==> config.mk <==
export PLATFORM = sky130hd
export DESIGN_NAME = murmur3_id_hasher_unit_flat
export DESIGN_NICKNAME = d
export VERILOG_FILES = /design/src/design/mih_pkg.sv /design/src/design/mih_req_if.sv /design/src/design/mih_rsp_if.sv /design/src/design/murmur3_id_hasher_unit.sv /design/src/design/mih_ctrl.sv /design/src/design/mih_datapath.sv /design/src/flat_wrapper.sv
export SDC_FILE = /design/constraint.sdc
export NUM_CORES = 2
export LEC_CHECK = 0
export ABC_CLOCK_PERIOD_IN_PS = 9020
export BUFFER_PORTS_ARGS = -buffer_cell sky130_fd_sc_hd__buf_2
export CORE_MARGIN = 2
export CORE_UTILIZATION = 58
export CTS_CLUSTER_SIZE = 28
export DETAILED_ROUTE_END_ITERATION = 16
export HOLD_SLACK_MARGIN = 0.08
export PLACE_DENSITY_LB_ADDON = 0.05
export SLEW_MARGIN = 20
export SYNTH_ARGS = -nofsm -noshare
export SYNTH_HDL_FRONTEND = slang
export SYNTH_SLANG_ARGS = --single-unit
==> constraint.sdc <==
create_clock -name clock -period 9.02 [get_ports clock]
set_input_delay 1.353 -clock clock [delete_from_list [all_inputs] [get_ports clock]]
set_output_delay 1.353 -clock clock [all_outputs]
set_load 0.01 [all_outputs]
==> src/design/mih_pkg.sv <==
// ----------------------------------------------------------------------------
// mih_pkg: shared types and constants for the MurmurHash3 ID hasher
// Hash constants, controller states, datapath commands and status.
// ----------------------------------------------------------------------------
package mih_pkg;

   // MurmurHash3 x86_32 mixing constants
   localparam logic [31:0] MIX_C1  = 32'hcc9e2d51;
   localparam logic [31:0] MIX_C2  = 32'h1b873593;
   localparam logic [31:0] MIX_ADD = 32'he6546b64;
   localparam logic [31:0] FIN_M1  = 32'h85ebca6b;
   localparam logic [31:0] FIN_M2  = 32'hc2b2ae35;

   // exponent clamp bounds for the ID word
   localparam logic [7:0] EXP_MIN = 8'd1;
   localparam logic [7:0] EXP_MAX = 8'd254;

   // byte count held when the next byte completes a block
   localparam logic [1:0] PHASE_FULL = 2'd3;

   typedef enum logic [3:0] {
      ST_IDLE,
      ST_ABSORB,
      ST_BLK_C2,
      ST_BLK_MIX,
      ST_TAIL_C1,
      ST_TAIL_C2,
      ST_FIN_XOR,
      ST_FIN_M1,
      ST_FIN_M2,
      ST_EMIT
   } state_type;

   typedef enum logic [3:0] {
      OP_NOP,
      OP_CAPTURE,
      OP_ABSORB,
      OP_MUL_C2,
      OP_MIX,
      OP_TAIL_C1,
      OP_FIN_XOR,
      OP_FIN_M1,
      OP_FIN_M2,
      OP_EMIT
   } op_type;

   typedef struct packed {
      op_type op;
   } cmd_type;

   typedef struct packed {
      logic block_done;   // captured word completes a 4-byte block
      logic last_item;    // captured word closes the name
      logic out_free;     // output register can take a result
   } status_type;

endpackage

==> src/design/mih_req_if.sv <==
// ----------------------------------------------------------------------------
// mih_req_if: byte channel into the hasher
// valid/ready handshake carrying one name byte with its flags.
// ----------------------------------------------------------------------------
interface mih_req_if;
   logic       valid;
   logic       ready;
   logic [7:0] data_byte;
   logic       has_byte;
   logic       last;

   modport source (output valid, output data_byte, output has_byte, output last,
                   input ready);
   modport sink   (input valid, input data_byte, input has_byte, input last,
                   output ready);
endinterface

==> src/design/mih_rsp_if.sv <==
// ----------------------------------------------------------------------------
// mih_rsp_if: result channel out of the hasher
// valid/ready handshake carrying the hash and the matte ID word.
// ----------------------------------------------------------------------------
interface mih_rsp_if;
   logic        valid;
   logic        ready;
   logic [31:0] hash_value;
   logic [31:0] matte_id_bits;

   modport source (output valid, output hash_value, output matte_id_bits,
                   input ready);
   modport sink   (input valid, input hash_value, input matte_id_bits,
                   output ready);
endinterface

==> src/design/murmur3_id_hasher_unit.sv <==
// ----------------------------------------------------------------------------
// murmur3_id_hasher_unit: streaming MurmurHash3 x86_32 with matte ID word
//
// A name enters on req_ch one byte per word (has_byte=1); the word with
// last=1 closes it, and a word with has_byte=0 and last=1 ends the name
// without a byte. Words with both flags low are dropped. Each closed name
// yields one word on rsp_ch: the hash and the hash with its float exponent
// clamped to 1..254. csr_write_data loads the seed; the user is to write it
// only while the block is idle, as the block does not enforce this; it
// applies from the next name start. Sequence: a word passes through capture
// and absorb; a word that completes a 4-byte block then runs c2 and the mix,
// the shared multiplier having run c1 in absorb. A last word adds the tail
// multiplies, length fold and fmix multiplies before the output register.
// The result sits in an output register; a stalled receiver holds it,
// and the next name is accepted meanwhile until another result is ready.
// Reset clears the seed to 0, empties the output and starts a new name.
// ----------------------------------------------------------------------------
module murmur3_id_hasher_unit
   import mih_pkg::*;
(
   input  logic         clock,
   input  logic         reset,
   input  logic         csr_write_en,
   input  logic [31:0]  csr_write_data,
   mih_req_if.sink      req_ch,
   mih_rsp_if.source    rsp_ch
);

   cmd_type    cmd;
   status_type status;

   // sequencer
   mih_ctrl u_ctrl (
      .clock     (clock),
      .reset     (reset),
      .req_valid (req_ch.valid),
      .req_ready (req_ch.ready),
      .status    (status),
      .cmd       (cmd)
   );

   // hash datapath
   mih_datapath u_datapath (
      .clock          (clock),
      .reset          (reset),
      .csr_write_en   (csr_write_en),
      .csr_write_data (csr_write_data),
      .data_byte      (req_ch.data_byte),
      .has_byte       (req_ch.has_byte),
      .last           (req_ch.last),
      .rsp_ready      (rsp_ch.ready),
      .cmd            (cmd),
      .status         (status),
      .rsp_valid      (rsp_ch.valid),
      .hash_value     (rsp_ch.hash_value),
      .matte_id_bits  (rsp_ch.matte_id_bits)
   );

endmodule

==> src/design/mih_ctrl.sv <==
// ----------------------------------------------------------------------------
// mih_ctrl: sequencer for the hasher datapath
// Steps each word through absorb, block mix and finalization.
// ----------------------------------------------------------------------------
module mih_ctrl
   import mih_pkg::*;
(
   input  logic       clock,
   input  logic       reset,
   input  logic       req_valid,
   output logic       req_ready,
   input  status_type status,
   output cmd_type    cmd
);

   state_type state_ff, state_in;

   // state register
   always_ff @(posedge clock) begin
      if (reset) begin
         state_ff <= ST_IDLE;
      end else begin
         state_ff <= state_in;
      end
   end

   // next state and commands
   always_comb begin
      state_in  = state_ff;
      cmd.op    = OP_NOP;
      req_ready = 1'b0;
      case (state_ff)
         ST_IDLE: begin
            req_ready = 1'b1;
            if (req_valid) begin
               cmd.op   = OP_CAPTURE;
               state_in = ST_ABSORB;
            end
         end
         ST_ABSORB: begin
            cmd.op = OP_ABSORB;
            if (status.block_done) begin
               state_in = ST_BLK_C2;
            end else if (status.last_item) begin
               state_in = ST_TAIL_C1;
            end else begin
               state_in = ST_IDLE;
            end
         end
         ST_BLK_C2: begin
            cmd.op   = OP_MUL_C2;
            state_in = ST_BLK_MIX;
         end
         ST_BLK_MIX: begin
            cmd.op   = OP_MIX;
            state_in = status.last_item ? ST_TAIL_C1 : ST_IDLE;
         end
         ST_TAIL_C1: begin
            cmd.op   = OP_TAIL_C1;
            state_in = ST_TAIL_C2;
         end
         ST_TAIL_C2: begin
            cmd.op   = OP_MUL_C2;
            state_in = ST_FIN_XOR;
         end
         ST_FIN_XOR: begin
            cmd.op   = OP_FIN_XOR;
            state_in = ST_FIN_M1;
         end
         ST_FIN_M1: begin
            cmd.op   = OP_FIN_M1;
            state_in = ST_FIN_M2;
         end
         ST_FIN_M2: begin
            cmd.op   = OP_FIN_M2;
            state_in = ST_EMIT;
         end
         ST_EMIT: begin
            // hold until the output register frees up
            if (status.out_free) begin
               cmd.op   = OP_EMIT;
               state_in = ST_IDLE;
            end
         end
         default: begin
            state_in = ST_IDLE;
         end
      endcase
   end

endmodule

==> src/design/mih_datapath.sv <==
// ----------------------------------------------------------------------------
// mih_datapath: hash state, shared multiplier and output register
// One 32x32 multiplier, registered, serves block, tail and finalizer.
// ----------------------------------------------------------------------------
module mih_datapath
   import mih_pkg::*;
(
   input  logic        clock,
   input  logic        reset,
   input  logic        csr_write_en,
   input  logic [31:0] csr_write_data,
   input  logic [7:0]  data_byte,
   input  logic        has_byte,
   input  logic        last,
   input  logic        rsp_ready,
   input  cmd_type     cmd,
   output status_type  status,
   output logic        rsp_valid,
   output logic [31:0] hash_value,
   output logic [31:0] matte_id_bits
);

   logic [31:0] seed_ff;
   logic [7:0]  byte_ff, byte_in;
   logic        has_ff, has_in;
   logic        last_ff, last_in;
   logic [31:0] hash_ff, hash_in;
   logic [23:0] part_ff, part_in;
   logic [1:0]  phase_ff, phase_in;
   logic [31:0] length_ff, length_in;
   logic        start_ff, start_in;
   logic [31:0] prod_ff, prod_in;
   logic [31:0] acc_ff, acc_in;
   logic [31:0] hout_ff, hout_in;
   logic [31:0] idout_ff, idout_in;
   logic        valid_ff, valid_in;

   logic [31:0] hash_eff, length_eff;
   logic [23:0] part_eff;
   logic [1:0]  phase_eff;
   logic [31:0] mul_a, mul_b, mul_lo;
   logic [31:0] mix_x, fin_t, fin_h;
   logic [7:0]  exp_raw, exp_clamped;

   // state seen by a word: a new name starts from the seed
   assign hash_eff   = start_ff ? seed_ff : hash_ff;
   assign part_eff   = start_ff ? '0 : part_ff;
   assign phase_eff  = start_ff ? '0 : phase_ff;
   assign length_eff = start_ff ? '0 : length_ff;

   assign status.block_done = has_ff && (phase_eff == PHASE_FULL);
   assign status.last_item  = last_ff;
   assign status.out_free   = !valid_ff || rsp_ready;

   // shared multiplier, low half only
   assign mul_lo = mul_a * mul_b;

   // rotl13 of h ^ k, then h*5 + add
   assign mix_x = {hash_ff[18:0] ^ prod_ff[18:0], hash_ff[31:19] ^ prod_ff[31:19]};

   // tail and length fold for the first fmix shift
   assign fin_t = hash_ff ^ ((phase_ff != '0) ? prod_ff : '0) ^ length_ff;

   // last fmix shift and exponent clamp
   assign fin_h   = prod_ff ^ {16'h0, prod_ff[31:16]};
   assign exp_raw = fin_h[30:23];
   always_comb begin
      if (exp_raw < EXP_MIN) begin
         exp_clamped = EXP_MIN;
      end else if (exp_raw > EXP_MAX) begin
         exp_clamped = EXP_MAX;
      end else begin
         exp_clamped = exp_raw;
      end
   end

   // datapath operations
   always_comb begin
      byte_in   = byte_ff;
      has_in    = has_ff;
      last_in   = last_ff;
      hash_in   = hash_ff;
      part_in   = part_ff;
      phase_in  = phase_ff;
      length_in = length_ff;
      start_in  = start_ff;
      prod_in   = prod_ff;
      acc_in    = acc_ff;
      hout_in   = hout_ff;
      idout_in  = idout_ff;
      mul_a     = prod_ff;
      mul_b     = MIX_C2;
      valid_in  = rsp_ready ? 1'b0 : valid_ff;
      case (cmd.op)
         OP_CAPTURE: begin
            byte_in = data_byte;
            has_in  = has_byte;
            last_in = last;
         end
         OP_ABSORB: begin
            // idle words leave the state alone
            if (has_ff || last_ff) begin
               start_in  = last_ff;
               hash_in   = hash_eff;
               part_in   = part_eff;
               phase_in  = phase_eff;
               length_in = length_eff;
               if (has_ff) begin
                  length_in = length_eff + 32'd1;
                  case (phase_eff)
                     2'd0: begin
                        part_in[7:0] = byte_ff;
                        phase_in     = 2'd1;
                     end
                     2'd1: begin
                        part_in[15:8] = byte_ff;
                        phase_in      = 2'd2;
                     end
                     2'd2: begin
                        part_in[23:16] = byte_ff;
                        phase_in       = 2'd3;
                     end
                     default: begin
                        // block complete: start k1 = block * c1
                        mul_a    = {byte_ff, part_eff};
                        mul_b    = MIX_C1;
                        prod_in  = mul_lo;
                        part_in  = '0;
                        phase_in = '0;
                     end
                  endcase
               end
            end
         end
         OP_MUL_C2: begin
            mul_a   = {prod_ff[16:0], prod_ff[31:17]};
            mul_b   = MIX_C2;
            prod_in = mul_lo;
         end
         OP_MIX: begin
            hash_in = mix_x + {mix_x[29:0], 2'b00} + MIX_ADD;
         end
         OP_TAIL_C1: begin
            mul_a   = {8'h00, part_ff};
            mul_b   = MIX_C1;
            prod_in = mul_lo;
         end
         OP_FIN_XOR: begin
            acc_in = fin_t ^ {16'h0, fin_t[31:16]};
         end
         OP_FIN_M1: begin
            mul_a   = acc_ff;
            mul_b   = FIN_M1;
            prod_in = mul_lo;
         end
         OP_FIN_M2: begin
            mul_a   = prod_ff ^ {13'h0, prod_ff[31:13]};
            mul_b   = FIN_M2;
            prod_in = mul_lo;
         end
         OP_EMIT: begin
            hout_in  = fin_h;
            idout_in = {fin_h[31], exp_clamped, fin_h[22:0]};
            valid_in = 1'b1;
         end
         default: begin
         end
      endcase
   end

   // control registers
   always_ff @(posedge clock) begin
      if (reset) begin
         seed_ff  <= '0;
         start_ff <= 1'b1;
         valid_ff <= 1'b0;
      end else begin
         if (csr_write_en) begin
            seed_ff <= csr_write_data;
         end
         start_ff <= start_in;
         valid_ff <= valid_in;
      end
   end

   // payload registers
   always_ff @(posedge clock) begin
      byte_ff   <= byte_in;
      has_ff    <= has_in;
      last_ff   <= last_in;
      hash_ff   <= hash_in;
      part_ff   <= part_in;
      phase_ff  <= phase_in;
      length_ff <= length_in;
      prod_ff   <= prod_in;
      acc_ff    <= acc_in;
      hout_ff   <= hout_in;
      idout_ff  <= idout_in;
   end

   assign rsp_valid     = valid_ff;
   assign hash_value    = hout_ff;
   assign matte_id_bits = idout_ff;

endmodule
==> src/flat_wrapper.sv <==
// flat-port wrapper written by rule: the top's interface ports become plain ports
module murmur3_id_hasher_unit_flat import mih_pkg::*;
  (clock, reset, csr_write_en, csr_write_data, req_ch_valid, req_ch_data_byte, req_ch_has_byte, req_ch_last, req_ch_ready, rsp_ch_valid, rsp_ch_hash_value, rsp_ch_matte_id_bits, rsp_ch_ready);
  mih_req_if req_ch_i ();
  mih_rsp_if rsp_ch_i ();
  input  logic clock;
  input  logic reset;
  input  logic csr_write_en;
  input  logic [31:0] csr_write_data;
  input wire logic [$bits(req_ch_i.valid)-1:0] req_ch_valid;
  input wire logic [$bits(req_ch_i.data_byte)-1:0] req_ch_data_byte;
  input wire logic [$bits(req_ch_i.has_byte)-1:0] req_ch_has_byte;
  input wire logic [$bits(req_ch_i.last)-1:0] req_ch_last;
  output wire logic [$bits(req_ch_i.ready)-1:0] req_ch_ready;
  output wire logic [$bits(rsp_ch_i.valid)-1:0] rsp_ch_valid;
  output wire logic [$bits(rsp_ch_i.hash_value)-1:0] rsp_ch_hash_value;
  output wire logic [$bits(rsp_ch_i.matte_id_bits)-1:0] rsp_ch_matte_id_bits;
  input wire logic [$bits(rsp_ch_i.ready)-1:0] rsp_ch_ready;
  assign req_ch_i.valid = req_ch_valid;
  assign req_ch_i.data_byte = req_ch_data_byte;
  assign req_ch_i.has_byte = req_ch_has_byte;
  assign req_ch_i.last = req_ch_last;
  assign req_ch_ready = req_ch_i.ready;
  assign rsp_ch_valid = rsp_ch_i.valid;
  assign rsp_ch_hash_value = rsp_ch_i.hash_value;
  assign rsp_ch_matte_id_bits = rsp_ch_i.matte_id_bits;
  assign rsp_ch_i.ready = rsp_ch_ready;
  murmur3_id_hasher_unit u_core (.clock(clock), .reset(reset), .csr_write_en(csr_write_en), .csr_write_data(csr_write_data), .req_ch(req_ch_i), .rsp_ch(rsp_ch_i));
endmodule
# Yosys cells after proc, flatten, opt, wreduce, memory -nomap -nowiden
# Cells that the tools add are included.
[word_totals]
wordCells = 114
reg_bits = 266
in_bits = 47
[op_classes]
n_lt_le_gt_ge = 2
addsub = 3
eq_ne = 27
n_mul = 1
n_bitwise = 7
n_reduce_logical = 20
n_mux = 38
[ops]
columns = ["op", "count"]
rows = [
  ["$mux W32", 14],
  ["$pmux W32 S5", 1],
  ["$pmux W32 S2", 2],
  ["$pmux W32 S4", 1],
  ["$xor A32 B16 Y32", 2],
  ["$xor A32 B32 Y32", 2],
  ["$mux W24", 2],
  ["$pmux W8 S2", 3],
  ["$pmux W4 S10", 1],
  ["$pmux W4 S9", 1],
  ["$add A32 B1 Y32 const B", 1],
  ["$add A32 B32 Y32", 1],
  ["$add A32 B32 Y32 const B", 1],
  ["$eq A4 B3 Y1 const B", 8],
  ["$mul A32 B32 Y32", 1],
  ["$xor A32 B19 Y32", 1],
  ["$xor A19 B19 Y19", 1],
  ["$eq A4 B2 Y1 const B", 4],
  ["$eq A4 B4 Y1 const B", 4],
  ["$xor A13 B13 Y13", 1],
  ["$mux W4", 3],
  ["$ne A2 B2 Y1 const B", 5],
  ["$eq A4 B1 Y1 const B", 2],
  ["$gt A8 B8 Y1 const B", 1],
  ["21 further kinds", 35],
]

# Logic depth before layout (Yosys ltp)
[depth]
depth_word = 12
mapped_depth = 43
depth_no_buf = 37

# By module
# A second synthesis with hierarchy kept.
[unflattened]
cells_unflattened = 2818
hier_area_um2 = 27884.2
[modules_own_cells]
columns = ["mod", "n_inst", "area_per_inst_um2", "cells_per_inst"]
rows = [
  ["mih_datapath", 1, 27587.7, 2779],
  ["mih_ctrl", 1, 296.5, 39],
]

# Worst setup path after synthesis
# No wires, ideal clock.
[synth_timing]
kind = "register -> register"
from = "reg u_core.u_datapath.start_ff"
to = "reg u_core.u_datapath.prod_ff[29] (data pin)"
path_buffers = 6
arrival_ns = 9.298
path_stages_with_launch = 38
setup_time_ns = 0.258
path_slack_ns = -0.536
cell_sequence = "dfxtp_1 > clkbuf_1 > clkbuf_1 > clkbuf_1 > nand2b_1 > inv_1 > ha_1 > clkbuf_1 > nand2_1 > o32ai_4 > buf_6 > buf_6 > a221o_1 > a31o_2 > and2_1 > nor2_1 > fa_1 > inv_1 > [2 not listed] > inv_1 > fa_1 > inv_1 > fa_1 > fa_1 > fa_1 > inv_1 > fa_1 > inv_1 > ha_1 > a21o_1 > a21o_1 > a21oi_1 > o21ai_0 > a311o_1 > a211o_1 > a21oi_1 > xnor2_1"
[synth_via]
elab_chain_cells = 12
elab_cells_between_ends = 19
classes_between = "1 x mul; 2 x eq/ne; 14 x mux; 2 x reduce/logical"
[synth_lines]
columns = ["element", "line", "text"]
rows = [
  ["start, declared", "mih_datapath.sv:31", "logic start_ff, start_in;"],
  ["start signal, assigned", "mih_datapath.sv:181", "start_ff <= start_in;"],
  ["$mux W2", "mih_datapath.sv:48", "assign phase_eff = start_ff ? '0 : phase_ff;"],
  ["$eq A2 B2 Y1, or another cell as far along", "mih_datapath.sv:110", "case (phase_eff)"],
  ["$reduce_or A3 Y1 (no source line)", "-", ""],
  ["$mux W32", "mih_datapath.sv:110", ""],
  ["$mux W32", "mih_datapath.sv:108", "if (has_ff) begin"],
  ["$mux W32", "mih_datapath.sv:102", "if (has_ff || last_ff) begin"],
  ["$pmux W32 S5 / $pmux W32 S4 (equally long branches)", "mih_datapath.sv:94", "case (cmd.op)"],
  ["$mul A32 B32 Y32 *", "mih_datapath.sv:56", "assign mul_lo = mul_a * mul_b;"],
  ["net u_core.u_datapath.mul_lo[29]", "mih_datapath.sv:41", "logic [31:0] mul_a, mul_b, mul_lo;"],
  ["$mux W32", "mih_datapath.sv:110", ""],
  ["$mux W32", "mih_datapath.sv:108", ""],
  ["$mux W32", "mih_datapath.sv:102", ""],
  ["$pmux W32 S2 *", "mih_datapath.sv:94", ""],
  ["end signal, assigned", "mih_datapath.sv:195", "prod_ff <= prod_in;"],
  ["end, declared", "mih_datapath.sv:32", "logic [31:0] prod_ff, prod_in;"],
]
# Mark *: on every way through the listed nets, which the timed path passes. The rest lies on a longest branch. The select of a mux whose other input is x is not followed.
# A chain may end at the register's enable or synchronous reset.

# Final worst setup path
[layout_timing]
from = "reg u_core.u_ctrl.state_ff[1]"
to = "reg u_core.u_datapath.prod_ff[29] (data pin)"
[layout_via]
elab_chain_cells = 10
elab_cells_between_ends = 25
classes_between = "1 x mul; 14 x eq/ne; 7 x mux; 3 x reduce/logical"
[layout_lines]
columns = ["element", "line", "text"]
rows = [
  ["start, declared", "mih_ctrl.sv:16", "state_type state_ff, state_in;"],
  ["start signal, assigned", "mih_ctrl.sv:23", "state_ff <= state_in;"],
  ["$eq A4 B3 Y1 / $eq A4 B2 Y1 (equally long branches)", "mih_ctrl.sv:32", "case (state_ff)"],
  ["$reduce_or A2 Y1 (no source line)", "-", ""],
  ["$pmux W4 S9 *", "mih_ctrl.sv:32", ""],
  ["$eq A4 B4 Y1, or another cell as far along", "mih_datapath.sv:94", ""],
  ["$pmux W32 S5 / $pmux W32 S4 (equally long branches)", "mih_datapath.sv:94", ""],
  ["$mul A32 B32 Y32 *", "mih_datapath.sv:56", ""],
  ["net u_core.u_datapath.mul_lo[29]", "mih_datapath.sv:41", ""],
  ["$mux W32", "mih_datapath.sv:110", ""],
  ["$mux W32", "mih_datapath.sv:108", ""],
  ["$mux W32", "mih_datapath.sv:102", ""],
  ["$pmux W32 S2 *", "mih_datapath.sv:94", ""],
]
# Marks and branches as above.

==> impl_metrics.yaml <==
outcome:
  status: "finished, violations left"
  violations: "design-rule violations"
cells_and_area:
  final_common_cell: "inv_1"
  final_cell_mix: "inv_1, fa_1, nand2_1"
  nNetsFinal: 3691
  area_growth_pct: 11.1
  stdcell_count: 3695
  drive_gt1_share_pct: 15.4
  fin_area_um2: 31600
  n_fill_cell: 3991
grt:
  grt_use_met3_pct: 9.13
  antenna_found_initial: 0
  overflow: 0
  grt_max_degree: 61
  busiest_layer: "met2"
  grt_pass1_wl_um: 151000
  grt_use_met2_pct: 66.2
  use_met1_pct: 52.7
  track_usage_pct: 42.0
  grt_pass1_vias: 23000
yosys:
  syn_avg_cell_area_um2: 9.95
  yosysUniqueCellTypes: 96
  synth.net_count: 3496
  synth_cells: 2858
  syn-cell-area_um2: 28400
  async_flop_share_pct: 0
  ys_seq_elements: 242
  yosysTopAreaCell: "fa_1"
  netlist_top_cells_area: "fa_1, edfxtp_1, ha_1"
  synth-edff-count: 204
  synth.top_cell.area_share_pct: 27.7
  synth-seq-area-share_pct: 24.2
  ys_warn_count: 0
  synth_top_flop_cell: "edfxtp_1"
floorplan:
  rows: 81
  io_pins: 113
  core_area_um2: 48600
  die_area_um2: 50800
  initial_core_util_pct: 58.5
  die_h_um: 225
  die_x_um: 225
critical_path:
  slowest_stage: "or4b_4"
  cp-end-kind: "flop"
  crit_required_ns: 9.34
  path_class: "reg2reg"
  cp_common_cell: "fa_1"
  crit_path_start_kind: "flop"
  critPathMaxStageDelay_ns: 0.64
  path_max_fanout: 10
  crit_arrival_ns: 9.21
drt:
  drc: 2
  drtIter0Drc: 2286
  postRouteAntennaNets: 0
  viasPerCell: 5.94
  wire_per_inst_um: 28.3
  drtPass1Iterations: 14
  vias: 22000
  routed_wl_um: 105000
clock_network:
  cts-root-buf: "clkbuf_16"
  cts.sink_count: 242
  path_clk_slew_ns: 0.06
  cts_buffer_depth: 3
  ctsHtreeMaxLevel: 1
  cts_made_buffers: 26
  clk_latency_ns: 0.57
  cts_tree: "yes"
  hold_buffers: 0
placed_design:
  placed_area_um2: 30500
  portBuffers: 112
  gp_congestion: 1.07
  dp_cells: 3635
  place_hpwl_um: 88800
  place_ws_ns: 0.0522
sta:
  tightestPinTransition_ns: 0.922
  clock.fmax_ghz: 0.112
  setup_tns_ns: 0
  fin_crit_ns: 8.89
  timing.final.crit_share_pct: 98.6
  fin_ws_ns: 0.127
  fin_skew_ns: 0.0307
  slew_headroom_pct: 38.5
  setup_viol: 0
  finalHoldViolCount: 0
  slew_violations: 0
min_path:
  hold_path.class: "reg2reg"
job:
  cap_violations: 0
[cell usage after synthesis, types with 15 or more instances]
cell	n
a21o_1	35
a21oi_1	91
a22o_1	19
and2_1	27
buf_4	28
clkbuf_1	82
dfxtp_1	38
edfxtp_1	204
fa_1	393
ha_1	198
inv_1	629
mux2i_1	36
nand2_1	250
nand2b_1	21
nand3_1	20
nor2_1	147
nor2b_1	15
nor3_1	15
o21ai_0	71
xnor2_1	165
xor2_1	106
[stage by stage]
step	util, %	hold slack (ns)
floorplan	-	0.421
global placement	62.7	0.474
detailed placement	62.7	0.483
CTS	64.5	0.498
global route	65.0	0.520
finish	65.0	0.494
[layer usage]
metal,up-vias,wire length (µm)
li1,9350,-
met1,11000,38400
met2,1258,47300
met3,388,10300
met4,2,8480
met5,-,46
[repair_timing]
action | CTS | global route
setup endpoints to repair | 0 | 9
gates resized for setup | 0 | 49
setup buffers | 0 | 10
[cell families (layout without fill, tap and decap cells)]
logic type	after synthesis	count (layout)	synth area share (%)
buf+inv	780	992	11.0
xor+xnor	278	278	8.83
compound gates	351	352	8.81
flops	242	242	24.2
simple gates	576	577	9.39
other cells	0	1	0
mux	40	40	1.43
fa+ha+maj	591	591	36.4
[worst paths after layout]
check	startpoint	to	slack [ns]	cells past startpoint
hold reg to reg	u_core.u_datapath.seed_ff[2]$_SDFFE_PP0P_	u_core.u_datapath.seed_ff[2]$_SDFFE_PP0P_	0.49	2
setup reg to reg	u_core.u_ctrl.state_ff[1]$_SDFFE_PP0P_	u_core.u_datapath.prod_ff[29]$_DFFE_PP_	0.13	30
setup / recovery	u_core.u_ctrl.state_ff[1]$_SDFFE_PP0P_	u_core.u_datapath.prod_ff[29]$_DFFE_PP_	0.13	30
hold / removal	u_core.u_datapath.seed_ff[2]$_SDFFE_PP0P_	u_core.u_datapath.seed_ff[2]$_SDFFE_PP0P_	0.49	2
[critical path, delay by kind of cell, from the launching register on]
family	cells	cell delay, ns
AO/OA/AOI/OAI	7	1.98
flip-flops	1	0.40
adder cells (fa/ha/maj)	9	3.95
AND/OR/NAND/NOR	5	1.31
XOR/XNOR	1	0.09
buffers and inverters	8	0.90
[area by class of cell]
class	instances	area (µm²)	share of cell area [%]
inverter	641	2410	7.61
multi-input combinational	1838	18600	59.0
antenna	1	2.50	0.00792
timing repair buffer	304	2040	6.46
clock inverter	15	158	0.499
sequential	242	6900	21.8
tap	622	778	2.46
clock buffer	32	673	2.13
[sequential cells by signal (all words and copies together), names as in the netlist, 2 cells and up]
| signal | count |
|---|---|
| u_core.u_datapath.byte_ff | 8 |
| u_core.u_ctrl.state_ff | 4 |
| u_core.u_datapath.part_ff | 24 |
| u_core.u_datapath.seed_ff | 32 |
| u_core.u_datapath.acc_ff | 32 |
| u_core.u_datapath.hash_value | 32 |
| u_core.u_datapath.length_ff | 32 |
| u_core.u_datapath.matte_id_bits | 8 |
| u_core.u_datapath.phase_ff | 2 |
| u_core.u_datapath.hash_ff | 32 |
| u_core.u_datapath.prod_ff | 32 |
Power is left out: the tool's default activity adds up to more than one toggle a clock period on the data nets, which glitch-free logic cannot reach.
